### config.mk
export PLATFORM = sky130hd
export DESIGN_NAME = modular_exponentiation_top
export DESIGN_NICKNAME = d
export VERILOG_FILES = /design/src/rtl/modexp_pkg.sv /design/src/rtl/modexp_div.sv /design/src/rtl/modexp_dp.sv /design/src/rtl/modexp_ctrl.sv /design/src/rtl/modular_exponentiation_top.sv
export SDC_FILE = /design/constraint.sdc
export NUM_CORES = 2
export LEC_CHECK = 0
export ABC_AREA = 1
export BUFFER_PORTS_ARGS = -buffer_cell sky130_fd_sc_hd__buf_2
export CORE_ASPECT_RATIO = 1.75
export CORE_MARGIN = 10
export CORE_UTILIZATION = 45
export DETAILED_ROUTE_END_ITERATION = 12
export HOLD_SLACK_MARGIN = 0.05
export PLACE_DENSITY = 0.64
export SYNTH_ARGS = -nofsm -noshare
export SYNTH_HDL_FRONTEND = slang
export SYNTH_SLANG_ARGS = --single-unit
### constraint.sdc
create_clock -name clk_i -period 9.62 [get_ports clk_i]
set_input_delay 0.481 -clock clk_i [delete_from_list [all_inputs] [get_ports clk_i]]
set_output_delay 0.481 -clock clk_i [all_outputs]
set_load 0.02 [all_outputs]
### src/rtl/modexp_pkg.sv
// Package for the modular exponentiation block: widths, constants, control types.
package modexp_pkg;

  localparam int unsigned ExpBits = 63;
  localparam int unsigned ModBits = 31;
  localparam int unsigned BaseBits = 63;
  localparam int unsigned ProdBits = 2 * ModBits;
  localparam int unsigned DivBits = (BaseBits > ProdBits) ? BaseBits : ProdBits;
  localparam int unsigned DivCntBits = $clog2(DivBits + 1);
  localparam int unsigned ExpCntBits = $clog2(ExpBits + 1);
  localparam logic [ModBits-1:0] ModulusReset = ModBits'(1000000007);

  localparam logic OpPower = 1'b0;
  localparam logic OpInverse = 1'b1;

  typedef enum logic [3:0] {
    StIdle,
    StRedBase,
    StWaitBase,
    StSquare,
    StWaitSquare,
    StTestBit,
    StMult,
    StWaitMult,
    StNextBit,
    StOut
  } state_e;

  // Divider dividend source
  typedef enum logic [1:0] {
    SrcBase,
    SrcSquare,
    SrcMult
  } src_e;

  typedef struct packed {
    logic load;       // capture input item
    logic div_start;  // start a reduction
    src_e div_src;
    logic acc_write;  // take divider remainder into accumulator
    logic base_write; // take divider remainder into reduced base
    logic bit_next;   // step exponent bit counter
    logic out_load;   // move accumulator to output register
  } ctrl_t;

  typedef struct packed {
    logic div_done;
    logic exp_bit;
    logic last_bit;
    logic mod_small;
  } stat_t;

endpackage

### src/rtl/modexp_div.sv
// Restoring serial divider: one quotient bit per cycle, remainder only.
module modexp_div (
  input  logic                             clk_i,
  input  logic                             rst_ni,
  input  logic                             start_i,
  input  logic [modexp_pkg::DivBits-1:0]   dividend_i,
  input  logic [modexp_pkg::ModBits-1:0]   divisor_i,
  output logic                             done_o,
  output logic [modexp_pkg::ModBits-1:0]   rem_o
);
  import modexp_pkg::*;

  logic [DivBits-1:0]    num_q, num_d;
  logic [ModBits:0]      rem_q, rem_d;
  logic [DivCntBits-1:0] cnt_q, cnt_d;
  logic                  busy_q, busy_d;
  logic                  done_q, done_d;
  logic [ModBits+1:0]    trial;

  // Shift in next dividend bit and try subtracting
  always_comb begin
    trial  = {rem_q, num_q[DivBits-1]};
    num_d  = num_q;
    rem_d  = rem_q;
    cnt_d  = cnt_q;
    busy_d = busy_q;
    done_d = 1'b0;
    if (start_i) begin
      num_d  = dividend_i;
      rem_d  = '0;
      cnt_d  = DivCntBits'(DivBits);
      busy_d = 1'b1;
    end else if (busy_q) begin
      num_d = {num_q[DivBits-2:0], 1'b0};
      if (trial >= {2'b0, divisor_i}) begin
        rem_d = (ModBits+1)'(trial - {2'b0, divisor_i});
      end else begin
        rem_d = trial[ModBits:0];
      end
      cnt_d = cnt_q - DivCntBits'(1);
      if (cnt_q == DivCntBits'(1)) begin
        busy_d = 1'b0;
        done_d = 1'b1;
      end
    end
  end

  always_ff @(posedge clk_i or negedge rst_ni) begin
    if (!rst_ni) begin
      busy_q <= 1'b0;
      done_q <= 1'b0;
      cnt_q  <= '0;
    end else begin
      busy_q <= busy_d;
      done_q <= done_d;
      cnt_q  <= cnt_d;
    end
  end

  always_ff @(posedge clk_i) begin
    num_q <= num_d;
    rem_q <= rem_d;
  end

  assign done_o = done_q;
  assign rem_o  = rem_q[ModBits-1:0];

`ifndef SYNTHESIS
  a_done_pulse: assert property (@(posedge clk_i) disable iff (!rst_ni)
    done_q |=> !done_q) else $error("divider done held");
  a_done_idle: assert property (@(posedge clk_i) disable iff (!rst_ni)
    done_q |-> !busy_q) else $error("divider done while busy");
  a_rem_range: assert property (@(posedge clk_i) disable iff (!rst_ni)
    (done_q && divisor_i != '0) |-> (rem_q < {1'b0, divisor_i}))
    else $error("remainder out of range");
`endif

endmodule

### src/rtl/modexp_dp.sv
// Datapath: operand registers, multiplier, shared divider, exponent scan.
module modexp_dp (
  input  logic                             clk_i,
  input  logic                             rst_ni,
  input  modexp_pkg::ctrl_t                ctrl_i,
  output modexp_pkg::stat_t                stat_o,
  input  logic [modexp_pkg::ModBits-1:0]   modulus_i,
  input  logic                             opcode_i,
  input  logic [modexp_pkg::BaseBits-1:0]  base_value_i,
  input  logic [modexp_pkg::ExpBits-1:0]   exponent_i,
  output logic [modexp_pkg::ModBits-1:0]   result_o
);
  import modexp_pkg::*;

  logic [BaseBits-1:0]   base_raw_q;
  logic [ModBits-1:0]    base_q;
  logic [ModBits-1:0]    acc_q;
  logic [ExpBits-1:0]    exp_q;
  logic [ExpCntBits-1:0] bit_q;
  logic [ModBits-1:0]    res_q;
  logic [ProdBits-1:0]   prod_q;
  logic [DivBits-1:0]    dividend;
  logic                  div_done;
  logic [ModBits-1:0]    rem;
  logic [ModBits-1:0]    mul_b;

  // Operand capture, exponent bit counter, accumulator, reduced base and result register
  always_ff @(posedge clk_i) begin
    if (ctrl_i.load) begin
      base_raw_q <= base_value_i;
      if (opcode_i == OpInverse) begin
        exp_q <= ExpBits'(modulus_i - ModBits'(2));
      end else begin
        exp_q <= exponent_i;
      end
      bit_q <= ExpCntBits'(ExpBits - 1);
      acc_q <= ModBits'(1);
    end else begin
      if (ctrl_i.bit_next) bit_q <= bit_q - ExpCntBits'(1);
      if (ctrl_i.acc_write) acc_q <= rem;
    end
    if (ctrl_i.base_write) base_q <= rem;
    if (ctrl_i.out_load) res_q <= stat_o.mod_small ? '0 : acc_q;
  end

  // Product register feeding the divider
  assign mul_b = (ctrl_i.div_src == SrcMult) ? base_q : acc_q;
  always_ff @(posedge clk_i) begin
    prod_q <= ProdBits'(acc_q) * ProdBits'(mul_b);
  end

  always_comb begin
    unique case (ctrl_i.div_src)
      SrcBase: dividend = DivBits'(base_raw_q);
      default: dividend = DivBits'(prod_q);
    endcase
  end

  modexp_div u_div (
    .clk_i      (clk_i),
    .rst_ni     (rst_ni),
    .start_i    (ctrl_i.div_start),
    .dividend_i (dividend),
    .divisor_i  (modulus_i),
    .done_o     (div_done),
    .rem_o      (rem)
  );

  assign stat_o.div_done  = div_done;
  assign stat_o.exp_bit   = exp_q[bit_q[ExpCntBits-1:0]];
  assign stat_o.last_bit  = (bit_q == '0);
  assign stat_o.mod_small = (modulus_i < ModBits'(2));
  assign result_o = res_q;

endmodule

### src/rtl/modexp_ctrl.sv
// Controller state machine sequencing base reduction and square-and-multiply.
module modexp_ctrl (
  input  logic               clk_i,
  input  logic               rst_ni,
  input  logic               in_valid_i,
  output logic               in_stall_o,
  output logic               out_valid_o,
  input  logic               out_stall_i,
  input  modexp_pkg::stat_t  stat_i,
  output modexp_pkg::ctrl_t  ctrl_o
);
  import modexp_pkg::*;

  state_e state_q, state_d;
  logic   ovalid_q, ovalid_d;

  // Next state
  always_comb begin
    state_d = state_q;
    unique case (state_q)
      StIdle:       if (in_valid_i) state_d = StRedBase;
      StRedBase:    state_d = stat_i.mod_small ? StOut : StWaitBase;
      StWaitBase:   if (stat_i.div_done) state_d = StSquare;
      StSquare:     state_d = StWaitSquare;
      StWaitSquare: if (stat_i.div_done) state_d = StTestBit;
      StTestBit:    state_d = stat_i.exp_bit ? StMult : StNextBit;
      StMult:       state_d = StWaitMult;
      StWaitMult:   if (stat_i.div_done) state_d = StNextBit;
      StNextBit:    state_d = stat_i.last_bit ? StOut : StSquare;
      StOut:        if (!ovalid_q || !out_stall_i) state_d = StIdle;
      default:      state_d = StIdle;
    endcase
  end

  // Outputs
  always_comb begin
    ctrl_o = '0;
    ctrl_o.div_src = SrcBase;
    unique case (state_q)
      StIdle:       ctrl_o.load = in_valid_i;
      StRedBase:    ctrl_o.div_start = !stat_i.mod_small;
      StWaitBase:   ctrl_o.base_write = stat_i.div_done;
      StSquare: begin
        ctrl_o.div_start = 1'b1;
        ctrl_o.div_src   = SrcSquare;
      end
      StWaitSquare: begin
        ctrl_o.div_src   = SrcSquare;
        ctrl_o.acc_write = stat_i.div_done;
      end
      // product register loads acc * base during StTestBit, ahead of the multiply in StMult
      StTestBit:    ctrl_o.div_src = SrcMult;
      StMult: begin
        ctrl_o.div_start = 1'b1;
        ctrl_o.div_src   = SrcMult;
      end
      StWaitMult: begin
        ctrl_o.div_src   = SrcMult;
        ctrl_o.acc_write = stat_i.div_done;
      end
      StNextBit:    ctrl_o.bit_next = !stat_i.last_bit;
      StOut:        ctrl_o.out_load = !ovalid_q || !out_stall_i;
      default:      ;
    endcase
  end

  // Output valid register
  always_comb begin
    ovalid_d = ovalid_q;
    if (ovalid_q && !out_stall_i) ovalid_d = 1'b0;
    if (ctrl_o.out_load) ovalid_d = 1'b1;
  end

  always_ff @(posedge clk_i or negedge rst_ni) begin
    if (!rst_ni) begin
      state_q  <= StIdle;
      ovalid_q <= 1'b0;
    end else begin
      state_q  <= state_d;
      ovalid_q <= ovalid_d;
    end
  end

  assign in_stall_o  = (state_q != StIdle);
  assign out_valid_o = ovalid_q;

`ifndef SYNTHESIS
  a_load_idle: assert property (@(posedge clk_i) disable iff (!rst_ni)
    ctrl_o.load |-> state_q == StIdle) else $error("load outside idle");
  a_out_hold: assert property (@(posedge clk_i) disable iff (!rst_ni)
    (ovalid_q && out_stall_i) |-> !ctrl_o.out_load) else $error("result overwritten");
  a_out_next: assert property (@(posedge clk_i) disable iff (!rst_ni)
    ctrl_o.out_load |=> ovalid_q) else $error("result not shown");
`endif

endmodule

### src/rtl/modular_exponentiation_top.sv
// The base is reduced first, then per exponent bit the accumulator is squared and,
// for set bits, multiplied by the base, each step reduced in the serial divider.
// One item at a time, with exponents of up to 63 bits; every reduction uses the
// shared 63-step divider. The result register frees the core.
// Reset (rst_ni, async low) clears control and sets the modulus to 1000000007.
module modular_exponentiation_top (
  input  logic                             clk_i,
  input  logic                             rst_ni,
  input  logic                             cfg_we_i,
  input  logic [modexp_pkg::ModBits-1:0]   cfg_wdata_i,
  input  logic                             in_valid_i,
  output logic                             in_stall_o,
  input  logic                             opcode_i,
  input  logic [modexp_pkg::BaseBits-1:0]  base_value_i,
  input  logic [modexp_pkg::ExpBits-1:0]   exponent_i,
  output logic                             out_valid_o,
  input  logic                             out_stall_i,
  output logic [modexp_pkg::ModBits-1:0]   result_o
);
  import modexp_pkg::*;

  logic [ModBits-1:0] modulus_q;
  ctrl_t              ctrl;
  stat_t              stat;

  // Modulus register
  always_ff @(posedge clk_i or negedge rst_ni) begin
    if (!rst_ni) begin
      modulus_q <= ModulusReset;
    end else if (cfg_we_i) begin
      modulus_q <= cfg_wdata_i;
    end
  end

  modexp_ctrl u_ctrl (
    .clk_i       (clk_i),
    .rst_ni      (rst_ni),
    .in_valid_i  (in_valid_i),
    .in_stall_o  (in_stall_o),
    .out_valid_o (out_valid_o),
    .out_stall_i (out_stall_i),
    .stat_i      (stat),
    .ctrl_o      (ctrl)
  );

  modexp_dp u_dp (
    .clk_i        (clk_i),
    .rst_ni       (rst_ni),
    .ctrl_i       (ctrl),
    .stat_o       (stat),
    .modulus_i    (modulus_q),
    .opcode_i     (opcode_i),
    .base_value_i (base_value_i),
    .exponent_i   (exponent_i),
    .result_o     (result_o)
  );

endmodule

==> impl_metrics.tcl <==
set metrics [dict create \
    reg2reg_slack_ns 0.55 \
    path_buf_inv 8 \
    slowest_delay_ns 0.67 \
    power_density_mw_per_mm2 109 \
    grt_pass1_wl_microns 295000 \
    clkPwrFrac_pct 32.0 \
    synth_top_area_share_pct 33.0 \
    vias 43000 \
    fin_crit_ns 9.07 \
    relSlewSlack_pct 16.0 \
    vdd_drop_max_v 0.000119 \
    hold_violations 0 \
    grt_pass1_vias 46200 \
    drt_iter0_markers 3554 \
    cts_tree "built" \
    min_to "modulus_q[5]$_DFFE_PN0P_" \
    route.detailed.drc 0 \
    ys_ff_latch 426 \
    yosys-top-cells-area "fa_1 33%, edfxtp_1 15%, nand2_1 9.6%" \
    post_cts_resized 0 \
    insertion_delay_ns 0.67 \
    avgRoutedWirePerCell_microns 25.9 \
    fin_crit_sh_pct 94.3 \
    root_buffer "clkbuf_16" \
    core_area_sq_mm 0.113 \
    multi_input_area_sq_mm 0.0339 \
    nNetsFinal 7549 \
    min_path_type "in -> reg" \
    port_buffers 195 \
    worstMarginPinSlew_ns 1.26 \
    ys_seq_area_share_pct 22.2 \
    clockBufferDepth 3 \
    die_w_microns 274 \
    rsz0062_at_grt "no" \
    hp-start "cfg_wdata_i[5]" \
    r2r-end "u_dp.prod_q[43]$_DFF_P_" \
    tns_ns 0 \
    synthCells 6046 \
    worstSetupPathType "reg -> reg" \
    initial_core_util_pct 45.2 \
    outcome "completed" \
    drive_gt1_share_pct 9.39 \
    rows 163 \
    fill_cells 10900 \
    register_area_sq_mm 0.0113 \
    p_seq_share_pct 38.2 \
    r2r-start "u_ctrl.state_q[1]$_DFFE_PN0P_" \
    cap_violations 0 \
    drv_slew 0 \
    worstPathArrival_ns 9.60 \
    power_mw 6.12 \
    wl_microns 202000 \
    cp-end-kind "register" \
    syn2layout_area_growth_pct 10.3 \
    fp.dieH_microns 465 \
    cts_buffers 45 \
    drtAntennaViolNets 0 \
    max_freq_mhz 110 \
    yosys.area.top_type "fa_1" \
    track_usage_pct 31.9 \
    hold_buffers 91 \
    setup_viol 0 \
    routed_via_density 5.53 \
    critPathRequiredTime_ns 10.16 \
    gp_congestion 1.06 \
    hold_depth 3 \
    reg2reg_depth 28 \
    yosys.cell_types.count 49 \
    critPathSlowestCell "fa_1" \
    cts_setup_buffers 0 \
    ys_warn_count 0 \
    fin_worst_skew_ns 0.0654 \
    swShare_pct 36.4 \
    p_switching_mw 2.23 \
    cts.sinks 426 \
    p_leak_nw 26.8 \
    firstDrtPassIters 6 \
    p_comb_share_pct 29.8 \
    dieArea_sq_mm 0.127 \
    syn_nets 7338 \
    cpLargestDelayFamily "adder cells" \
    syn_avg_cell_area_sq_um 8.42 \
    cp-start-kind "register" \
    h-tree-depth 2 \
    p_int_mw 3.89 \
    cts.clk_slew.worst_paths_ns 0.06 \
    io_pins 196 \
    crit_path_max_fanout 31 \
    gr-total-overflow 0 \
    antenna_found_initial 7 \
    crit_top_cell "fa_1" \
    dp_hpwl_microns 160000 \
    grt_max_degree 71 \
    synth_area_sq_mm 0.0509 \
]
-- how the worst max path moves through the flow --
stage | startpoint | endpoint | slack (ns) | depth (start not counted)
floorplan | u_ctrl.state_q[3]$_DFFE_PN0P_ | u_dp.prod_q[57]$_DFF_P_ | 2.53 | 36
global placement | u_ctrl.state_q[1]$_DFFE_PN0P_ | u_dp.prod_q[44]$_DFF_P_ | 0.87 | 31
detailed placement | u_ctrl.state_q[1]$_DFFE_PN0P_ | u_dp.prod_q[59]$_DFF_P_ | 0.80 | 30
CTS | u_ctrl.state_q[1]$_DFFE_PN0P_ | u_dp.prod_q[59]$_DFF_P_ | 0.75 | 30
global route | u_ctrl.state_q[1]$_DFFE_PN0P_ | u_dp.prod_q[59]$_DFF_P_ | 0.32 | 29
finish | u_ctrl.state_q[1]$_DFFE_PN0P_ | u_dp.prod_q[43]$_DFF_P_ | 0.55 | 28
-- power groups by stage --
stage	Sequential [mW]	Clock [mW]	Combinational [mW]
after floorplan	2.30	0	1.30
after global placement	2.37	0	1.75
after detailed placement	2.37	0	1.78
after CTS	2.33	1.99	1.81
after global routing	2.35	2.05	2.04
final	2.34	1.96	1.83
-- kinds of logic (layout without fill, tap and decap cells) --
family	count (synthesis)	count (layout)	share of synthesized area (%)
and+or+nand+nor	2437	2437	18.9
buffers and inverters	1481	1729	11.3
adders and majority gates	1129	1129	40.1
AOI/OAI and AO/OA	494	494	6.13
DFF	426	426	22.2
xor gates and xnor gates	79	79	1.36
other	0	5	0
-- per-stage QoR --
| stage | area (sq um) | std cells | hold slack, ns | util, % | setup WS (ns) |
|---|---|---|---|---|---|
| floorplan | 50900 | 6046 | 0.185 | - | 2.53 |
| global placement | 53600 | 7604 | 0.481 | 47.6 | 0.868 |
| detailed placement | 53600 | 7604 | 0.480 | 47.6 | 0.797 |
| CTS | 56100 | 7779 | 0.0585 | 49.9 | 0.748 |
| global route | 56100 | 7780 | 0.0878 | 49.9 | 0.317 |
| finish | 56200 | 7784 | 0.0700 | 49.9 | 0.552 |
-- cells in the mapped netlist (all sizes together) --
| library cell | n |
|---|---|
| a21boi | 6 |
| a21o | 16 |
| a21oi | 156 |
| a22oi | 1 |
| a31oi | 83 |
| and2 | 3 |
| and3 | 1 |
| buf | 101 |
| clkbuf | 144 |
| clkinv | 6 |
| dfrtp | 28 |
| dfstp | 16 |
| dfxtp | 131 |
| edfxtp | 251 |
| fa | 838 |
| ha | 291 |
| inv | 1230 |
| nand2 | 1311 |
| nand3 | 170 |
| nand3b | 11 |
| nand4 | 27 |
| nor2 | 878 |
| nor3 | 29 |
| nor3b | 1 |
| nor4 | 3 |
| o211ai | 3 |
| o21a | 3 |
| o21ai | 208 |
| o21bai | 16 |
| o22ai | 1 |
| o31ai | 1 |
| or2 | 3 |
| xnor2 | 29 |
| xor2 | 50 |
-- placed cells by master, fill, tap and decap left out, drive strengths merged, types with 11 or more instances in the layout --
| cell | instances |
|---|---|
| nand2 | 1311 |
| edfxtp | 251 |
| nand3b | 11 |
| nor3 | 29 |
| dfrtp | 28 |
| a21oi | 156 |
| nand3 | 170 |
| dfstp | 16 |
| a31oi | 83 |
| o21ai | 208 |
| ha | 291 |
| inv | 1241 |
| dlygate4sd3 | 91 |
| xnor2 | 29 |
| buf | 318 |
| nor2 | 878 |
| o21bai | 16 |
| dfxtp | 131 |
| a21o | 16 |
| xor2 | 50 |
| nand4 | 27 |
| clkbuf | 55 |
| clkinv | 15 |
| fa | 838 |
-- tightest hold or removal path: cells and delay by family --
family / cells / cell delay, ns
buffers and inverters: 1 / 0.08
and+or+nand+nor: 1 / 0.07
AOI/OAI and AO/OA: 1 / 0.07
-- routing by layer --
layer,up-vias,track usage (%),part of all wire [%]
li1,18600,-,-
met1,21100,30.9,31
met2,2348,54.4,49
met3,972,7.46,8.0
met4,6,30.9,12
met5,-,0.155,0.018
-- state kept, by name, indices dropped and copies added, names as in the netlist --
name,flops
u_dp.exp_q,63
u_dp.acc_q,31
u_dp.prod_q,62
u_dp.base_raw_q,63
modulus_q,31
u_dp.u_div.cnt_q,6
u_dp.u_div.num_q,63
u_dp.u_div.done_o,1
u_ctrl.state_q,4
u_dp.u_div.busy_q,1
u_ctrl.out_valid_o,1
u_dp.u_div.rem_q,32
u_dp.base_q,31
u_dp.result_o,31
u_dp.bit_q,6
-- final cells by class --
type / instances / share of cell area, %
Antenna cell: 5 / 0.0223
Clock buffer: 55 / 2.20
Clock inverter: 29 / 0.713
Inverter: 1236 / 8.27
Multi-Input combinational cell: 4139 / 60.4
Sequential cell: 426 / 20.1
Tap cell: 1485 / 3.31
Timing Repair Buffer: 409 / 5.03
Power figures use the tool's default switching activity.
